[config.mk]
export PLATFORM = sky130hd
export DESIGN_NAME = tcg_queue
export DESIGN_NICKNAME = d
export VERILOG_FILES = /design/src/rtl/tcg_pkg.sv /design/src/rtl/tcg_queue.sv
export SDC_FILE = /design/constraint.sdc
export NUM_CORES = 1
export LEC_CHECK = 0
export BUFFER_PORTS_ARGS = -buffer_cell sky130_fd_sc_hd__buf_2
export CAP_MARGIN = 15
export CORE_ASPECT_RATIO = 1.1
export CORE_MARGIN = 5
export CORE_UTILIZATION = 51
export DETAILED_ROUTE_END_ITERATION = 10
export PLACE_DENSITY = 0.77
export SETUP_SLACK_MARGIN = 0.5
export SYNTH_ARGS = -nofsm -noshare
export SYNTH_HDL_FRONTEND = slang
export SYNTH_SLANG_ARGS = --single-unit
[constraint.sdc]
create_clock -name clk -period 2.9 [get_ports clk]
set_input_delay 0.87 -clock clk [delete_from_list [all_inputs] [get_ports clk]]
set_output_delay 0.87 -clock clk [all_outputs]
set_load 0.005 [all_outputs]
[src/rtl/tcg_pkg.sv]
`default_nettype none
package tcg_pkg;
  localparam logic [7:0] CODE_LF = 8'd10;
  localparam logic [7:0] CODE_CR = 8'd13;
  localparam int FONT_GLYPHS = 128;
  localparam logic [7:0] TOP_MARGIN = 8'd2;

  // one queued glyph job: cell origin and code
  typedef struct packed {
    logic [7:0] base_x;
    logic [7:0] base_y;
    logic [7:0] code;
  } job_t;

  function automatic logic [39:0] font_row(input logic [6:0] c);
    logic [39:0] f;
    begin
      unique case (c)
        7'd0: f = 40'h0000000000; 7'd1: f = 40'h3E0A34003E; 7'd2: f = 40'h183E003E22;
        7'd3: f = 40'h003E202000; 7'd4: f = 40'h221C00242A; 7'd5: f = 40'h0008383808;
        7'd6: f = 40'h1C2222221C; 7'd7: f = 40'h0038384482; 7'd8: f = 40'h1C3E626232;
        7'd9: f = 40'h2E26232322; 7'd10: f = 40'h0000000000; 7'd11: f = 40'h1C3E362236;
        7'd12: f = 40'h3E3E363636; 7'd13: f = 40'h0000000000; 7'd14: f = 40'h18081C2222;
        7'd15: f = 40'h63554D556B; 7'd16: f = 40'h003E0A0478; 7'd17: f = 40'h003E0A0478;
        7'd18: f = 40'h0038445F4E; 7'd19: f = 40'h003844445F; 7'd20: f = 40'h003C3C3C3C;
        7'd21: f = 40'h003E0A0478; 7'd22: f = 40'h1824422418; 7'd23: f = 40'h183C7E3C18;
        7'd24: f = 40'hC0F0FCF0C0; 7'd25: f = 40'h030F3F0F03; 7'd26: f = 40'hFF7E3C1800;
        7'd27: f = 40'h00183C7EFF; 7'd28: f = 40'h003C200000; 7'd29: f = 40'h0814001408;
        7'd30: f = 40'h080C0E0C08; 7'd31: f = 40'h0818381808; 7'd32: f = 40'h0000000000;
        7'd33: f = 40'h00005F0000; 7'd34: f = 40'h0007000700; 7'd35: f = 40'h147F147F14;
        7'd36: f = 40'h242A7F2A12; 7'd37: f = 40'h2313086462; 7'd38: f = 40'h3649552250;
        7'd39: f = 40'h0005030000; 7'd40: f = 40'h001C224100; 7'd41: f = 40'h0041221C00;
        7'd42: f = 40'h14083E0814; 7'd43: f = 40'h08083E0808; 7'd44: f = 40'h0050300000;
        7'd45: f = 40'h0808080808; 7'd46: f = 40'h0060600000; 7'd47: f = 40'h2010080402;
        7'd48: f = 40'h3E5149453E; 7'd49: f = 40'h00427F4000; 7'd50: f = 40'h4261514946;
        7'd51: f = 40'h2141454B31; 7'd52: f = 40'h1814127F10; 7'd53: f = 40'h2745454539;
        7'd54: f = 40'h3C4A494930; 7'd55: f = 40'h0171090503; 7'd56: f = 40'h3649494936;
        7'd57: f = 40'h064949291E; 7'd58: f = 40'h0036360000; 7'd59: f = 40'h0056360000;
        7'd60: f = 40'h0814224100; 7'd61: f = 40'h1414141414; 7'd62: f = 40'h0041221408;
        7'd63: f = 40'h0201510906; 7'd64: f = 40'h324979413E; 7'd65: f = 40'h7E1111117E;
        7'd66: f = 40'h7F49494936; 7'd67: f = 40'h3E41414122; 7'd68: f = 40'h7F4141221C;
        7'd69: f = 40'h7F49494941; 7'd70: f = 40'h7F09090901; 7'd71: f = 40'h3E4149497A;
        7'd72: f = 40'h7F0808087F; 7'd73: f = 40'h00417F4100; 7'd74: f = 40'h2040413F01;
        7'd75: f = 40'h7F08142241; 7'd76: f = 40'h7F40404040; 7'd77: f = 40'h7F020C027F;
        7'd78: f = 40'h7F0408107F; 7'd79: f = 40'h3E4141413E; 7'd80: f = 40'h7F09090906;
        7'd81: f = 40'h3E4151215E; 7'd82: f = 40'h7F09192946; 7'd83: f = 40'h4649494931;
        7'd84: f = 40'h01017F0101; 7'd85: f = 40'h3F4040403F; 7'd86: f = 40'h1F2040201F;
        7'd87: f = 40'h3F4038403F; 7'd88: f = 40'h6314081463; 7'd89: f = 40'h0708700807;
        7'd90: f = 40'h6151494543; 7'd91: f = 40'h007F414100; 7'd92: f = 40'h0204081020;
        7'd93: f = 40'h0041417F00; 7'd94: f = 40'h0402010204; 7'd95: f = 40'h4040404040;
        7'd96: f = 40'h0001020400; 7'd97: f = 40'h2054545478; 7'd98: f = 40'h7F48444438;
        7'd99: f = 40'h3844444420; 7'd100: f = 40'h384444487F; 7'd101: f = 40'h3854545418;
        7'd102: f = 40'h087E090102; 7'd103: f = 40'h0C5252523E; 7'd104: f = 40'h7F08040478;
        7'd105: f = 40'h00447D4000; 7'd106: f = 40'h2040443D00; 7'd107: f = 40'h7F10284400;
        7'd108: f = 40'h00417F4000; 7'd109: f = 40'h7C04180478; 7'd110: f = 40'h7C08040478;
        7'd111: f = 40'h3844444438; 7'd112: f = 40'h7C14141408; 7'd113: f = 40'h081414187C;
        7'd114: f = 40'h7C08040408; 7'd115: f = 40'h4854545420; 7'd116: f = 40'h043F444020;
        7'd117: f = 40'h3C4040207C; 7'd118: f = 40'h1C2040201C; 7'd119: f = 40'h3C4030403C;
        7'd120: f = 40'h4428102844; 7'd121: f = 40'h0C5050503C; 7'd122: f = 40'h4464544C44;
        7'd123: f = 40'h0000364100; 7'd124: f = 40'h00007F0000; 7'd125: f = 40'h0041360800;
        7'd126: f = 40'h1008081008; default: f = 40'h7846414678;
      endcase
      return f;
    end
  endfunction
endpackage
`default_nettype wire

[src/rtl/tcg_queue.sv]
`default_nettype none
module tcg_queue (
  input  wire logic clk,
  input  wire logic rst_n,
  input  wire tcg_pkg::job_t wr_job,
  input  wire logic wr_valid,
  output logic wr_stall,
  output tcg_pkg::job_t rd_job,
  output logic rd_valid,
  input  wire logic rd_take
);
  import tcg_pkg::*;
  job_t mem_r [2];
  logic wp_r, rp_r;
  logic [1:0] cnt_r;
  logic wr, rd;

  assign wr_stall = cnt_r == 2'd2;
  assign wr = wr_valid && !wr_stall;
  assign rd_valid = cnt_r != 2'd0;
  assign rd = rd_take && rd_valid;
  assign rd_job = mem_r[rp_r];

  always_ff @(posedge clk) begin
    if (wr) mem_r[wp_r] <= wr_job;
  end
  always_ff @(posedge clk) begin
    if (!rst_n) begin
      wp_r <= 1'b0;
      rp_r <= 1'b0;
      cnt_r <= '0;
    end else begin
      if (wr) wp_r <= ~wp_r;
      if (rd) rp_r <= ~rp_r;
      cnt_r <= cnt_r + {1'b0, wr} - {1'b0, rd};
    end
  end
`ifndef SYNTHESIS
  a_no_ovf: assert property (@(posedge clk) disable iff (!rst_n)
    cnt_r == 2'd2 |-> !wr) else $error("queue overflow");
  a_cnt_range: assert property (@(posedge clk) disable iff (!rst_n)
    cnt_r != 2'd3) else $error("queue count out of range");
  a_cnt_step: assert property (@(posedge clk) disable iff (!rst_n)
    wr && !rd |=> cnt_r == $past(cnt_r) + 2'd1) else $error("queue count step");
`endif
endmodule
`default_nettype wire

==> flow_summary.toml <==
[yosys]
yosysSeqAreaShare_pct = 74.4
netlist_instances = 101
synth_compound_gate_area_share_pct = 0.362
synth-xor-area-share_pct = 1.27
ys.flop_type = "edfxtp_1"
synth_top_family_by_area = "multiplexers"
yosys.cell_types.count = 18
synthMuxAreaShare_pct = 17.1
synth_area_per_cell_sq_um = 20.5
async_reset_ff_share_pct = 0
synth_warnings = 0
netlist_area_sq_mm = 0.00207
netlist_top_cells_count = "edfxtp_1 (48), mux2_4 (20), dfxtp_1 (5)"
yosys.area_share.adder_pct = 1.21
synth_area_leaders = "edfxtp_1 (70%), mux2_4 (14%), dfxtp_1 (4.8%), mux2_2 (2.2%), buf_12 (1.9%)"
synth_nets = 131
yosysMostFrequentCell = "edfxtp_1"
synth_area_leader_cell = "edfxtp_1"
yosys.area_share.simple_pct = 2.60
ys_ff_latch = 53
synth_edf_count = 48
synth_top_cell_area_share_pct = 69.6

[timing]
drv_slew = 0
setup_tns_ns = 0
tightest_slew_ns = 0.328
final.setup_skew_ns = 0.00339
max-slew-margin-rel_pct = 78.1
finalCritPeriodShare_pct = 78.1
min_period_ns = 2.26
max_freq_ghz = 0.442
hold_viol_final = 0
finalSetupViolations = 0
rsz0062_at_grt = "false"

[power]
p_seq_share_pct = 52.4
power.density_mw_per_mm2 = 777
p_leak_nw = 1.00
ir_worst_vdd_v = 0.000371
p_sw_share_pct = 24.9
p_sw_mw = 0.476
p_comb_share_pct = 28.2
p_int_mw = 1.43
clock_power_share_pct = 19.4

[layout]
stdcell_area_sq_mm = 0.00246
register_area_sq_mm = 0.00154
drive_gt1_share_pct = 53.7
fillCellCount = 309
antenna-diode-count = 0
multiInputGateArea_sq_um = 470
area_delta_synth_final_pct = 18.7
final_nets = 191

[clock_tree]
cts_tree = "done"
clk_pin_slew_worst_paths_ns = 0.08
clock_sinks = 53
insertion_delay_ns = 0.29
cts_buffers = 5
root_buffer = "clkbuf_8"
htreeDepth = 2
post-cts-setup-buffers = 0
cts_buffer_depth = 2

[die]
core.rowCount = 24
die_h_um = 76.9
die_w_um = 70.8
dieArea_sq_mm = 0.00544
start_util_pct = 52.7
num_io_pins = 54
core_sq_mm = 0.00393

[detailed_routing]
drc = 0
via_per_inst = 4.71
drt_pass1_iterations = 4
routed_wl_mm = 3.08
num_vias = 1008
ant_nets = 0
drt_iter0_drc = 55
avgRoutedWirePerCell_um = 14.4

[global_route]
antenna_found_initial = 0
gr-total-overflow = 0
grt_max_degree = 25
grt_pass1_wl_mm = 4.91
grtUsageTotal_pct = 12.0
grt_pass1_vias = 1134

[setup_path]
critical_path_class = "reg -> out"
cp.arrival_ns = 1.39
cp-end-kind = "primary output"
cp.required_ns = 2.03
critPathLaunchType = "flip-flop"
crit_fanout = 24

[place]
hpwl_mm = 2.23
gp_congestion = 0.688
portBuffers = 53
place_area_sq_mm = 0.00238

[min_path]
hold_class = "reg -> reg"

[status]
status = "finished, final reports clean"

[run]
max-cap-violations = 0
## placed cells by master, fill, tap and decap left out, drive strengths merged
master and count:
clkbuf 7, ha 2, or2 1, mux2i 1
xnor2 2, inv 3, o21a 1, buf 56
clkinv 1, xor2 1, dfxtp 5, and2 1
nand2b 2, mux2 24, nand2 2, edfxtp 48
nor2 4, and3 1
## through the flow
step	utilization, %	worst slack (ns)	instances	hold slack (ns)	power [mW]
floorplan	-	0.507	101	0.455	1.41
global placement	60.4	0.856	206	0.478	1.55
detailed placement	60.4	0.835	206	0.492	1.57
CTS	62.4	0.526	214	0.505	1.94
global route	62.5	0.544	214	0.525	2.03
finish	62.5	0.636	214	0.502	1.91
## cells by family (layout without fill, tap and decap cells)
kind of cell,after synthesis,count (layout)
AOI/OAI and AO/OA,1,1
xor gates and xnor gates,3,3
adders and majority gates,2,2
buffers and inverters,6,67
DFF,53,53
muxes,25,25
and+or+nand+nor,11,11
## layout make-up
| type | count | share of cell area, % |
|---|---|---|
| Multi-Input combinational cell | 42 | 19.1 |
| Inverter | 3 | 0.458 |
| Timing Repair Buffer | 56 | 11.9 |
| Sequential cell | 53 | 62.7 |
| Tap cell | 52 | 2.64 |
| Clock buffer | 7 | 3.10 |
| Clock inverter | 1 | 0.153 |
## state kept, by name, summed over array words and instances (netlist names), named ones only
register  count
cnt_r         2
rp_r          1
wp_r          1
mem_r        48
## final timing paths
path	end	slack (ns)	start	cells past startpoint
worst max register to register	cnt_r[1]	1.28	cnt_r[0]	8
worst min-delay path	wp_r	0.50	wp_r	2
worst max-delay path	rd_job[0]	0.64	flip-flop	3
worst min register to register	wp_r	0.50	wp_r	2
## power by group through the flow
stage / clock [mW] / sequential [mW] / combinational [mW]
6_report: 0.371 / 1.00 / 0.539
5_1_grt: 0.429 / 1.01 / 0.593
4_1_cts: 0.385 / 1.00 / 0.553
3_5_place_dp: 0 / 1.02 / 0.551
3_3_place_gp: 0 / 1.01 / 0.537
2_1_floorplan: 0 / 1.01 / 0.405
## worst max-delay path: stages, from the launching register on
cell	delay, ns
dfxtp_1	0.33
buf_6	0.28
mux2_2	0.37
buf_2	0.12
## layer usage
metal  share of wire (%)  up-vias  wire length [um]  GRT usage (%)
li1                    -      498                 -              -
met1                  37      470              1140           11.7
met2                  55       38              1690           21.9
met3                 7.7        2               238           5.88
met5                   0        -                 0              0
met4                0.26        0                 8           3.38
## what timing repair did
item / CTS / global route
endpoints found under the setup margin: 0 / 4
resized for setup: 0 / 1
hold buffers: 0 / 0
Power figures use the tool's default switching activity.
