<file path="src/rtl/tcg_pkg.sv">
`default_nettype none
package tcg_pkg;
  localparam logic [7:0] CODE_LF = 8'd10;
  localparam logic [7:0] CODE_CR = 8'd13;
  localparam int FONT_GLYPHS = 128;
  localparam logic [7:0] TOP_MARGIN = 8'd2;

  // one queued glyph job: cell origin and code
  typedef struct packed {
    logic [7:0] base_x;
    logic [7:0] base_y;
    logic [7:0] code;
  } job_t;

  function automatic logic [39:0] font_row(input logic [6:0] c);
    logic [39:0] f;
    begin
      unique case (c)
        7'd0: f = 40'h0000000000; 7'd1: f = 40'h3E0A34003E; 7'd2: f = 40'h183E003E22;
        7'd3: f = 40'h003E202000; 7'd4: f = 40'h221C00242A; 7'd5: f = 40'h0008383808;
        7'd6: f = 40'h1C2222221C; 7'd7: f = 40'h0038384482; 7'd8: f = 40'h1C3E626232;
        7'd9: f = 40'h2E26232322; 7'd10: f = 40'h0000000000; 7'd11: f = 40'h1C3E362236;
        7'd12: f = 40'h3E3E363636; 7'd13: f = 40'h0000000000; 7'd14: f = 40'h18081C2222;
        7'd15: f = 40'h63554D556B; 7'd16: f = 40'h003E0A0478; 7'd17: f = 40'h003E0A0478;
        7'd18: f = 40'h0038445F4E; 7'd19: f = 40'h003844445F; 7'd20: f = 40'h003C3C3C3C;
        7'd21: f = 40'h003E0A0478; 7'd22: f = 40'h1824422418; 7'd23: f = 40'h183C7E3C18;
        7'd24: f = 40'hC0F0FCF0C0; 7'd25: f = 40'h030F3F0F03; 7'd26: f = 40'hFF7E3C1800;
        7'd27: f = 40'h00183C7EFF; 7'd28: f = 40'h003C200000; 7'd29: f = 40'h0814001408;
        7'd30: f = 40'h080C0E0C08; 7'd31: f = 40'h0818381808; 7'd32: f = 40'h0000000000;
        7'd33: f = 40'h00005F0000; 7'd34: f = 40'h0007000700; 7'd35: f = 40'h147F147F14;
        7'd36: f = 40'h242A7F2A12; 7'd37: f = 40'h2313086462; 7'd38: f = 40'h3649552250;
        7'd39: f = 40'h0005030000; 7'd40: f = 40'h001C224100; 7'd41: f = 40'h0041221C00;
        7'd42: f = 40'h14083E0814; 7'd43: f = 40'h08083E0808; 7'd44: f = 40'h0050300000;
        7'd45: f = 40'h0808080808; 7'd46: f = 40'h0060600000; 7'd47: f = 40'h2010080402;
        7'd48: f = 40'h3E5149453E; 7'd49: f = 40'h00427F4000; 7'd50: f = 40'h4261514946;
        7'd51: f = 40'h2141454B31; 7'd52: f = 40'h1814127F10; 7'd53: f = 40'h2745454539;
        7'd54: f = 40'h3C4A494930; 7'd55: f = 40'h0171090503; 7'd56: f = 40'h3649494936;
        7'd57: f = 40'h064949291E; 7'd58: f = 40'h0036360000; 7'd59: f = 40'h0056360000;
        7'd60: f = 40'h0814224100; 7'd61: f = 40'h1414141414; 7'd62: f = 40'h0041221408;
        7'd63: f = 40'h0201510906; 7'd64: f = 40'h324979413E; 7'd65: f = 40'h7E1111117E;
        7'd66: f = 40'h7F49494936; 7'd67: f = 40'h3E41414122; 7'd68: f = 40'h7F4141221C;
        7'd69: f = 40'h7F49494941; 7'd70: f = 40'h7F09090901; 7'd71: f = 40'h3E4149497A;
        7'd72: f = 40'h7F0808087F; 7'd73: f = 40'h00417F4100; 7'd74: f = 40'h2040413F01;
        7'd75: f = 40'h7F08142241; 7'd76: f = 40'h7F40404040; 7'd77: f = 40'h7F020C027F;
        7'd78: f = 40'h7F0408107F; 7'd79: f = 40'h3E4141413E; 7'd80: f = 40'h7F09090906;
        7'd81: f = 40'h3E4151215E; 7'd82: f = 40'h7F09192946; 7'd83: f = 40'h4649494931;
        7'd84: f = 40'h01017F0101; 7'd85: f = 40'h3F4040403F; 7'd86: f = 40'h1F2040201F;
        7'd87: f = 40'h3F4038403F; 7'd88: f = 40'h6314081463; 7'd89: f = 40'h0708700807;
        7'd90: f = 40'h6151494543; 7'd91: f = 40'h007F414100; 7'd92: f = 40'h0204081020;
        7'd93: f = 40'h0041417F00; 7'd94: f = 40'h0402010204; 7'd95: f = 40'h4040404040;
        7'd96: f = 40'h0001020400; 7'd97: f = 40'h2054545478; 7'd98: f = 40'h7F48444438;
        7'd99: f = 40'h3844444420; 7'd100: f = 40'h384444487F; 7'd101: f = 40'h3854545418;
        7'd102: f = 40'h087E090102; 7'd103: f = 40'h0C5252523E; 7'd104: f = 40'h7F08040478;
        7'd105: f = 40'h00447D4000; 7'd106: f = 40'h2040443D00; 7'd107: f = 40'h7F10284400;
        7'd108: f = 40'h00417F4000; 7'd109: f = 40'h7C04180478; 7'd110: f = 40'h7C08040478;
        7'd111: f = 40'h3844444438; 7'd112: f = 40'h7C14141408; 7'd113: f = 40'h081414187C;
        7'd114: f = 40'h7C08040408; 7'd115: f = 40'h4854545420; 7'd116: f = 40'h043F444020;
        7'd117: f = 40'h3C4040207C; 7'd118: f = 40'h1C2040201C; 7'd119: f = 40'h3C4030403C;
        7'd120: f = 40'h4428102844; 7'd121: f = 40'h0C5050503C; 7'd122: f = 40'h4464544C44;
        7'd123: f = 40'h0000364100; 7'd124: f = 40'h00007F0000; 7'd125: f = 40'h0041360800;
        7'd126: f = 40'h1008081008; default: f = 40'h7846414678;
      endcase
      return f;
    end
  endfunction
endpackage
`default_nettype wire

</file>
<file path="src/rtl/tcg_front.sv">
`default_nettype none
module tcg_front #(
  parameter int CHARS_PER_LINE = 22,
  parameter int TEXT_LINES = 16
) (
  input  wire logic clk,
  input  wire logic rst_n,
  input  wire logic in_valid,
  output logic in_stall,
  input  wire logic [7:0] in_char_code,
  output tcg_pkg::job_t job,
  output logic job_valid,
  input  wire logic job_stall
);
  import tcg_pkg::*;
  logic [4:0] col_r, col_nxt;
  logic [3:0] line_r, line_nxt;
  logic [3:0] nline;
  logic [4:0] dcol;
  logic [3:0] dline;
  logic acc, is_lf, is_cr, wrap;

  assign in_stall = job_stall;
  assign acc = in_valid && !job_stall;
  assign is_lf = in_char_code == CODE_LF;
  assign is_cr = in_char_code == CODE_CR;
  assign nline = ({1'b0, line_r} + 5'd1 >= 5'(TEXT_LINES)) ? 4'd0 : line_r + 4'd1;
  assign wrap = col_r >= 5'(CHARS_PER_LINE);
  assign dcol = wrap ? 5'd0 : col_r;
  assign dline = wrap ? nline : line_r;
  assign job_valid = in_valid && !is_lf && !is_cr;
  assign job.code = in_char_code;
  assign job.base_x = 8'({dcol, 2'b00} + {1'b0, dcol, 1'b0});
  assign job.base_y = {1'b0, dline, 3'b000} + TOP_MARGIN;

  always_comb begin
    col_nxt = col_r;
    line_nxt = line_r;
    if (acc) begin
      priority if (is_lf) begin
        col_nxt = 5'd0;
        line_nxt = nline;
      end else if (is_cr) begin
        col_nxt = 5'd0;
      end else begin
        col_nxt = dcol + 5'd1;
        line_nxt = dline;
      end
    end
  end

  always_ff @(posedge clk) begin
    if (!rst_n) begin
      col_r <= '0;
      line_r <= '0;
    end else begin
      col_r <= col_nxt;
      line_r <= line_nxt;
    end
  end
endmodule
`default_nettype wire

</file>
<file path="config.mk">
export PLATFORM = sky130hd
export DESIGN_NAME = tcg_front
export DESIGN_NICKNAME = d
export VERILOG_FILES = /design/src/rtl/tcg_pkg.sv /design/src/rtl/tcg_front.sv
export SDC_FILE = /design/constraint.sdc
export NUM_CORES = 1
export LEC_CHECK = 0
export CELL_PAD_IN_SITES_DETAIL_PLACEMENT = 0
export CELL_PAD_IN_SITES_GLOBAL_PLACEMENT = 2
export CORE_MARGIN = 10
export CORE_UTILIZATION = 36
export DETAILED_ROUTE_END_ITERATION = 7
export DONT_BUFFER_PORTS = 1
export PLACE_DENSITY = 0.81
export SLEW_MARGIN = 20
export SYNTH_ARGS = -nofsm -noshare
export SYNTH_HDL_FRONTEND = slang
export SYNTH_SLANG_ARGS = --single-unit
</file>
<file path="constraint.sdc">
create_clock -name clk -period 4.2 [get_ports clk]
set_input_delay 0.63 -clock clk [delete_from_list [all_inputs] [get_ports clk]]
set_output_delay 0.63 -clock clk [all_outputs]
set_load 0.02 [all_outputs]
</file>
==> results.yml, run 1 <==
status:
  status: "finished, final reports clean"
placement:
  dpl.cell_count: 130
  hpwl_um: 1630
  dpl_worst_slack_ns: 1.11
  portBuffers: 0
  dpl_cell_area_sq_um: 866
  routabilityCongestion: 0.827
setup_path:
  crit_buf_inv: 0
  critPathLaunchType: "flop"
  critical_path.slowest_cell: "fa_1"
  path_common_cell: "a21oi_1"
  r2r_slack_ns: 2.20
  crit_required_ns: 3.57
  worst_setup_path_end_kind: "output port"
  crit_chain: "a21oi_1 -> nand2b_1 -> and2_1 -> ha_1 -> fa_1 -> a21o_1 -> a21oi_1 -> xor2_1"
  critPathKind: "reg2out"
  arrival_ns: 2.75
  slowest_delay_ns: 0.42
  cp_top_family: "adder cells"
  worstPathMaxFanout: 8
grt:
  grt_usage_pct: 8.03
  grt_pass1_wl_um: 3390
  antenna_found_initial: 0
  grt_pass1_vias: 719
  grt_max_degree: 9
  grt_overflow: 0
sta:
  slew_viol_final: 0
  fin_skew_ns: 0.00334
  hold_slack_ns: 0.482
  post-route-min-period_ns: 3.38
  timing.fmax_mhz: 296
  setup_viol: 0
  tns_ns: 0
  period_share_pct: 80.4
  hold_viol: 0
  tightest_slew_ns: 0.795
  relSlewSlack_pct: 46.6
  fin_ws_ns: 0.824
  rsz0062_at_grt: "no"
route:
  vias: 728
  drcViolationCount: 0
  post_drt_via_cell_ratio: 5.43
  drt_iter0_markers: 19
  totalWireLength_um: 1980
  ant_nets: 0
  route.detailed.wl_per_inst_um: 14.8
  first_pass_iters: 4
synth:
  ys_seq_area_share_pct: 19.5
  synth_ff_type: "dfxtp_1"
  ys_seq_elements: 9
  synth_edf_count: 0
  synth.top_cell.area_share_pct: 19.5
  yosysWarnings: 0
  ys_top_cells_by_area: "dfxtp_1 19%, buf_4 11%, ha_1 9.5%"
  yosys.area.top_type: "dfxtp_1"
  async_flop_share_pct: 0
  synth_cell_type_count: 37
  avgSynthCellArea_sq_um: 8.27
  netlist_area_sq_um: 926
  postSynthCellCount: 112
die:
  die_height_um: 70.7
  dieArea_sq_um: 5000
  io_pins: 38
  start_util_pct: 37.7
  fp.coreArea_sq_um: 2450
  die_w_um: 70.7
  rows: 18
cts:
  holdBufCountCts: 0
  cts-root-buf: "clkbuf_4"
  worstSkewPairLatency_ns: 0.26
  cts.path.max_buffers: 2
  htreeDepth: 1
  cts.clk_slew.worst_paths_ns: 0.07
  cts_setup_buffers: 0
  cts_resized: 0
  cts_tree: "built"
  numCtsBuffers: 3
  cts.sinks: 9
worst_hold_path:
  min_path_type: "reg2reg"
cells_and_area:
  final_common_cell: "nand2_1"
  drive_gt1_share_pct: 10.6
  post-route-util_pct: 36.3
  stdcell_area_sq_um: 892
  nFillCells: 262
  stdcell_count: 134
  diodes: 0
  finalNetCount: 125
  area_delta_synth_final_pct: -3.65
  final_cell_mix: "16 x nand2_1, 9 x dfxtp_1, 8 x a21oi_1, 7 x ha_1, 6 x a21o_1"
power:
  powerDensity_nw_per_um2: 201
  peakVddDrop_mv: 0.0887
  power_mw: 0.180
  leakage_nw: 0.415
flow_run:
  drv_cap: 0
## cell type report
type / instances / area [sq um] / share of cell area (%)
sequential: 9 / 180 / 20.2
tap: 30 / 37.5 / 4.21
inverter: 3 / 11.3 / 1.26
multi-input combinational: 88 / 637 / 71.4
clock buffer: 4 / 26.3 / 2.95
## worst register-to-register path, cell delays in order, from the launching register on
cell	delay, ns
dfxtp_1	0.34
a21oi_1	0.19
nand2b_1	0.28
and2_1	0.34
ha_1	0.30
nand2_1	0.09
xor2_1	0.15
a22oi_1	0.14
nor2_1	0.06
## logic make-up (layout without fill, tap and decap cells)
logic type / count (synthesis) / count (layout) / share of synthesized area, %
AND/OR/NAND/NOR: 38 / 38 / 22.8
AO/OA/AOI/OAI: 28 / 28 / 23.4
buffers and inverters: 18 / 7 / 13.0
flip-flops: 9 / 9 / 19.5
adder cells (fa/ha/maj): 8 / 8 / 11.6
XOR/XNOR: 6 / 6 / 5.68
multiplexers: 3 / 3 / 3.24
other: 2 / 5 / 0.811
## power breakdown
part           switching (mW)  internal [mW]
clock                  0.0346         0.0367
combinational          0.0156        0.00570
sequential           0.000821         0.0862
total                  0.0510          0.129
## path summary, 6_finish.rpt
kind / start / end / depth (start not counted)
max: col_r[3]$_SDFFE_PN0P_ / job[22] / 8
min: col_r[0]$_SDFFE_PN0P_ / col_r[0]$_SDFFE_PN0P_ / 2
max reg2reg: col_r[3]$_SDFFE_PN0P_ / col_r[4]$_SDFFE_PN0P_ / 8
min reg2reg: col_r[0]$_SDFFE_PN0P_ / col_r[0]$_SDFFE_PN0P_ / 2
## cell usage after synthesis, drive strengths merged, types with 2 or more instances
| cell | n |
|---|---|
| buf | 14 |
| xor2 | 5 |
| conb | 2 |
| mux2i | 3 |
| nor3 | 2 |
| and2b | 2 |
| o21ai | 3 |
| nand2b | 3 |
| and2 | 4 |
| a22oi | 2 |
| a21oi | 8 |
| nor2 | 3 |
| inv | 3 |
| dfxtp | 9 |
| ha | 7 |
| a21o | 6 |
| nand3 | 2 |
| nand2 | 17 |
## registers in the layout, summed over array words and instances (netlist names)
register,cells
col_r,5
line_r,4
## layer usage
layer | wire, um | up-vias | global-route usage [%]
met5 | 0 | - | 0
met4 | 27 | 0 | 4.52
met3 | 176 | 2 | 2.37
met2 | 911 | 42 | 12.0
met1 | 865 | 331 | 9.99
li1 | - | 353 | -
Power figures use the tool's default switching activity.
==> run 2, diff against run 1 <==
- CORE_UTILIZATION: 36 -> 30
- PLACE_DENSITY: 0.81 -> 0.72
- clock period: 4.2 -> 3.1 ns (I/O delays scaled with it)
==> run 2 against run 1 <==
Net effect:
- sequential cell count is the same
- largest cell class unchanged
- count of clock-buffer cells in the layout did not move
- combinational power up 42%
- non-clock buffer count is 3 higher
- routed wire length up 4.2%
- core utilization decreased by 5.8 points
- via count up 0.82%
- highest routed layer unchanged
- first-iteration DRC count decreased by 11%
- die area increased by 14%
- register-to-register slack worse by 0.84 ns
==> results.yml, run 2 (synthesized netlist as in run 1, its figures left out) <==
sta:
  post-route-min-period_ns: 2.92
  hold_slack_ns: 0.345
  period_share_pct: 94.1
  tns_ns: 0
  hold_viol: 0
  slew_viol_final: 0
  tightest_slew_ns: 0.714
  setup_viol: 0
  rsz0062_at_grt: "no"
  fin_ws_ns: 0.183
  timing.fmax_mhz: 343
  fin_skew_ns: 0.00494
  relSlewSlack_pct: 52.0
cts:
  worstSkewPairLatency_ns: 0.26
  cts_tree: "built"
  numCtsBuffers: 3
  cts.sinks: 9
  cts-root-buf: "clkbuf_4"
  cts.path.max_buffers: 2
  holdBufCountCts: 0
  cts.clk_slew.worst_paths_ns: 0.06
  htreeDepth: 1
  cts_setup_buffers: 0
  cts_resized: 0
cells_and_area:
  post-route-util_pct: 30.6
  largest_reg_flops: 5
  area_delta_synth_final_pct: -0.811
  final_cell_mix: "16 x nand2_1, 9 x dfxtp_1, 8 x a21oi_1, 7 x ha_1, 6 x a21o_1"
  stdcell_area_sq_um: 918
  largestRegisters: "col_r: 5 flops, line_r: 4 flops"
  nFillCells: 330
  final_common_cell: "nand2_1"
  diodes: 0
  largest_register: "col_r"
  drive_gt1_share_pct: 13.1
  finalNetCount: 128
grt:
  grt_usage_pct: 7.47
  grt_pass1_vias: 703
  antenna_found_initial: 0
  grt_overflow: 0
  grt_pass1_wl_um: 3240
  grt_max_degree: 8
die:
  start_util_pct: 30.8
  fp.coreArea_sq_um: 3000
  die_height_um: 75.6
  dieArea_sq_um: 5710
  rows: 20
  die_w_um: 75.6
  io_pins: 38
flow_run:
  drv_cap: 0
setup_path:
  critPathKind: "reg2out"
  path_common_cell: "a21oi_1"
  crit_required_ns: 2.63
  worstPathMaxFanout: 5
  critPathLaunchType: "flop"
  crit_chain: "a21oi_1 -> nand2b_1 -> and2_1 -> ha_1 -> fa_1 -> a21o_1 -> a21oi_1 -> xor2_1 -> buf_4"
  crit_buf_inv: 1
  worst_setup_path_end_kind: "output port"
  slowest_delay_ns: 0.41
  critical_path.slowest_cell: "fa_1"
  arrival_ns: 2.45
  cp_top_family: "adder cells"
route:
  first_pass_iters: 4
  totalWireLength_um: 2060
  vias: 734
  post_drt_via_cell_ratio: 5.24
  ant_nets: 0
  drt_iter0_markers: 17
  route.detailed.wl_per_inst_um: 14.7
  drcViolationCount: 0
power:
  leakage_nw: 0.430
  powerDensity_nw_per_um2: 262
  peakVddDrop_mv: 0.0867
status:
  status: "finished, final reports clean"
placement:
  hpwl_um: 1720
  dpl_worst_slack_ns: 0.483
  routabilityCongestion: 0.751
  dpl_cell_area_sq_um: 892
  portBuffers: 0
worst_hold_path:
  min_path_type: "in2reg"
## run 2: cell count changes in the layout (fill, tap and decap cells not counted), sizes merged
cell / change
buf: +3
## run 2: layout make-up
type / count / area [sq um] / share of cell area (%)
Clock buffer: 4 / 26.3 / 2.86
Multi-Input combinational cell: 88 / 637 / 69.3
Inverter: 3 / 11.3 / 1.23
Sequential cell: 9 / 180 / 19.6
Timing Repair Buffer: 3 / 22.5 / 2.45
Tap cell: 33 / 41.3 / 4.50
## run 2: final timing paths
kind / startpoint / to / slack, ns / depth (start not counted)
worst min register to register: col_r[1]$_SDFFE_PN0P_ / col_r[1]$_SDFFE_PN0P_ / 0.48 / 2
worst max-delay path: col_r[3]$_SDFFE_PN0P_ / job[22] / 0.18 / 9
worst max register to register: col_r[3]$_SDFFE_PN0P_ / col_r[4]$_SDFFE_PN0P_ / 1.36 / 8
worst min-delay path: rst_n / line_r[3]$_SDFFE_PN0P_ / 0.35 / 2
## run 2: worst register-to-register path, stage by stage (launching register included)
cell,delay [ns]
dfxtp_1,0.35
a21oi_1,0.19
nand2b_1,0.17
and2_1,0.21
ha_1,0.26
nand2_1,0.08
xor2_1,0.16
a22oi_1,0.15
nor2_1,0.05
## run 2: power by group
part	switching, mW	leakage (nW)	total, mW	internal, mW
clock network	0.0425	0.0150	0.0922	0.0497
logic	0.0215	0.342	0.0303	0.00874
registers	0.00123	0.0727	0.118	0.117
total	0.0653	0.430	0.241	0.175
## run 2: stage by stage
stage	cells	power, mW
finish	140	0.241
global route	140	0.259
CTS	140	0.245
detailed placement	136	0.151
global placement	136	0.151
floorplan	115	0.167
## run 2: layer usage
metal  GRT usage, %  wire length [um]  vias up
li1               -                 -      369
met1           8.16               922      329
met2           12.3               976       34
met3           1.82               130        2
met4           5.57                34        0
met5              0                 0        -
==> run 3, diff against run 2 <==
- CTS_BUF_LIST: not set -> sky130_fd_sc_hd__clkbuf_16
==> run 3 against run 2 <==
Net effect:
- setup slack gained 0.022 ns
- clock skew down 0.0042 ns
- non-clock buffer count is the same
- total power increased by 58%
- sequential power about the same
- cell area increased by 5.7%
- maximum frequency is 0.77% higher
- sequential share of layout area decreased by 1.1 points
- register-to-register slack barely moved
- sequential cell count unchanged
- routed wire length is 1.8% higher
- critical path depth stayed put
- largest cell class unchanged
- largest power group is now clock
==> results.yml, run 3 (synthesized netlist as in run 1, its figures left out) <==
worst_hold_path:
  min_path_type: "in2reg"
cells_and_area:
  area_delta_synth_final_pct: 4.86
  final_common_cell: "nand2_1"
  finalNetCount: 128
  stdcell_area_sq_um: 971
  diodes: 0
  drive_gt1_share_pct: 13.1
  largestRegisters: "col_r: 5 flops, line_r: 4 flops"
  largest_reg_flops: 5
  final_cell_mix: "16 x nand2_1, 9 x dfxtp_1, 8 x a21oi_1, 7 x ha_1, 6 x a21o_1"
  largest_register: "col_r"
grt:
  grt_usage_pct: 7.55
  grt.met1_usage_pct: 8.23
  grt_max_degree: 8
  met2_usage_pct: 12.5
  use_met3_pct: 1.82
  antenna_found_initial: 0
  grt_pass1_wl_um: 3280
  grt_overflow: 0
  grt_pass1_vias: 710
  grt-busiest-layer: "met2"
setup_path:
  r2r_slack_ns: 1.35
  worstReg2RegStart: "col_r[3]$_SDFFE_PN0P_"
  crit_chain: "a21oi_1 -> nand2b_1 -> and2_1 -> ha_1 -> fa_1 -> a21o_1 -> a21oi_1 -> xor2_1 -> buf_4"
  r2r-end: "col_r[4]$_SDFFE_PN0P_"
  worstPathMaxFanout: 5
  arrival_ns: 2.43
  worst_setup_path_end_kind: "output port"
  r2r_cells: 8
  crit_end: "job[22]"
  crit_required_ns: 2.63
  worstSetupStartpoint: "col_r[3]$_SDFFE_PN0P_"
  path_common_cell: "a21oi_1"
  slowest_delay_ns: 0.41
  critPathLaunchType: "flop"
  critical_path.slowest_cell: "fa_1"
  critPathKind: "reg2out"
sta:
  period_share_pct: 93.4
  tightest_slew_ns: 0.714
  fin_skew_ns: 0.000716
  rsz0062_at_grt: "no"
  hold_viol: 0
  fin_ws_ns: 0.206
  slew_viol_final: 0
  post-route-min-period_ns: 2.89
  relSlewSlack_pct: 52.0
  hold_slack_ns: 0.369
  timing.fmax_mhz: 346
  setup_viol: 0
  tns_ns: 0
placement:
  portBuffers: 0
  hpwl_um: 1720
  dpl_cell_area_sq_um: 892
  routabilityCongestion: 0.751
  dpl_worst_slack_ns: 0.483
cts:
  cts.path.max_buffers: 2
  worstSkewPairLatency_ns: 0.24
  numCtsBuffers: 3
  cts_setup_buffers: 0
  cts_resized: 0
  htreeDepth: 1
  holdBufCountCts: 0
  cts_tree: "built"
  cts-root-buf: "clkbuf_16"
  cts.sinks: 9
  cts.clk_slew.worst_paths_ns: 0.04
route:
  ant_nets: 0
  drt_iter0_markers: 18
  first_pass_iters: 4
  totalWireLength_um: 2100
  post_drt_via_cell_ratio: 5.39
  drcViolationCount: 0
  vias: 755
  route.detailed.wl_per_inst_um: 15.0
power:
  power_mw: 0.379
  leakage_nw: 0.457
  powerDensity_nw_per_um2: 390
  peakVddDrop_mv: 0.151
die:
  dieArea_sq_um: 5710
  rows: 20
  start_util_pct: 30.8
  io_pins: 38
  die_height_um: 75.6
  die_w_um: 75.6
  fp.coreArea_sq_um: 3000
flow_run:
  drv_cap: 0
status:
  status: "finished, final reports clean"
run 3: changes by cell type in the layout (fill, tap and decap cells not counted), sizes merged:
cell    change
clkbuf      -1
inv         +1
run 3: final cells by class:
| type | count | area, sq um |
|---|---|---|
| Fill cell | 326 | 2030 |
| Multi-Input combinational cell | 88 | 637 |
| Sequential cell | 9 | 180 |
| Clock buffer | 3 | 75.1 |
| Tap cell | 33 | 41.3 |
| Timing Repair Buffer | 3 | 22.5 |
| Inverter | 3 | 11.3 |
| Clock inverter | 1 | 3.75 |
run 3: worst max-delay path, delay by kind of cell, from the launching register on:
kind            cells  cell delay [ns]
buf+inv             1             0.16
compound gates      3             0.42
simple gates        2             0.40
flops               1             0.40
xor+xnor            1             0.16
fa+ha+maj           2             0.66
run 3: per-stage QoR:
stage	utilization [%]	std cells
3_5_place_dp	29.7	136
5_1_grt	32.3	140
4_1_cts	32.3	140
6_report	32.3	140
2_1_floorplan	-	115
3_3_place_gp	29.7	136
run 3: how the worst min path moves through the flow:
stage                                     start                endpoint  slack [ns]  cells past startpoint
after floorplan           col_r[1]$_SDFFE_PN0P_   col_r[1]$_SDFFE_PN0P_        0.45                      2
after global placement    col_r[0]$_SDFFE_PN0P_   col_r[0]$_SDFFE_PN0P_        0.48                      2
after detailed placement  col_r[1]$_SDFFE_PN0P_   col_r[1]$_SDFFE_PN0P_        0.48                      2
after CTS                                 rst_n  line_r[3]$_SDFFE_PN0P_        0.37                      2
after global routing                      rst_n  line_r[3]$_SDFFE_PN0P_        0.39                      2
final                                     rst_n  line_r[3]$_SDFFE_PN0P_        0.37                      2
run 3: where the power goes:
group | internal, mW | leakage [nW] | switching [mW]
Sequential | 0.118 | 0.0727 | 0.00121
Combinational | 0.00874 | 0.342 | 0.0214
Clock | 0.169 | 0.0423 | 0.0612
run 3: metal layers:
metal / vias to the layer above / routed length [um]
li1: 367 / -
met1: 343 / 901
met2: 39 / 983
met3: 6 / 159
met4: 0 / 57
met5: - / 0
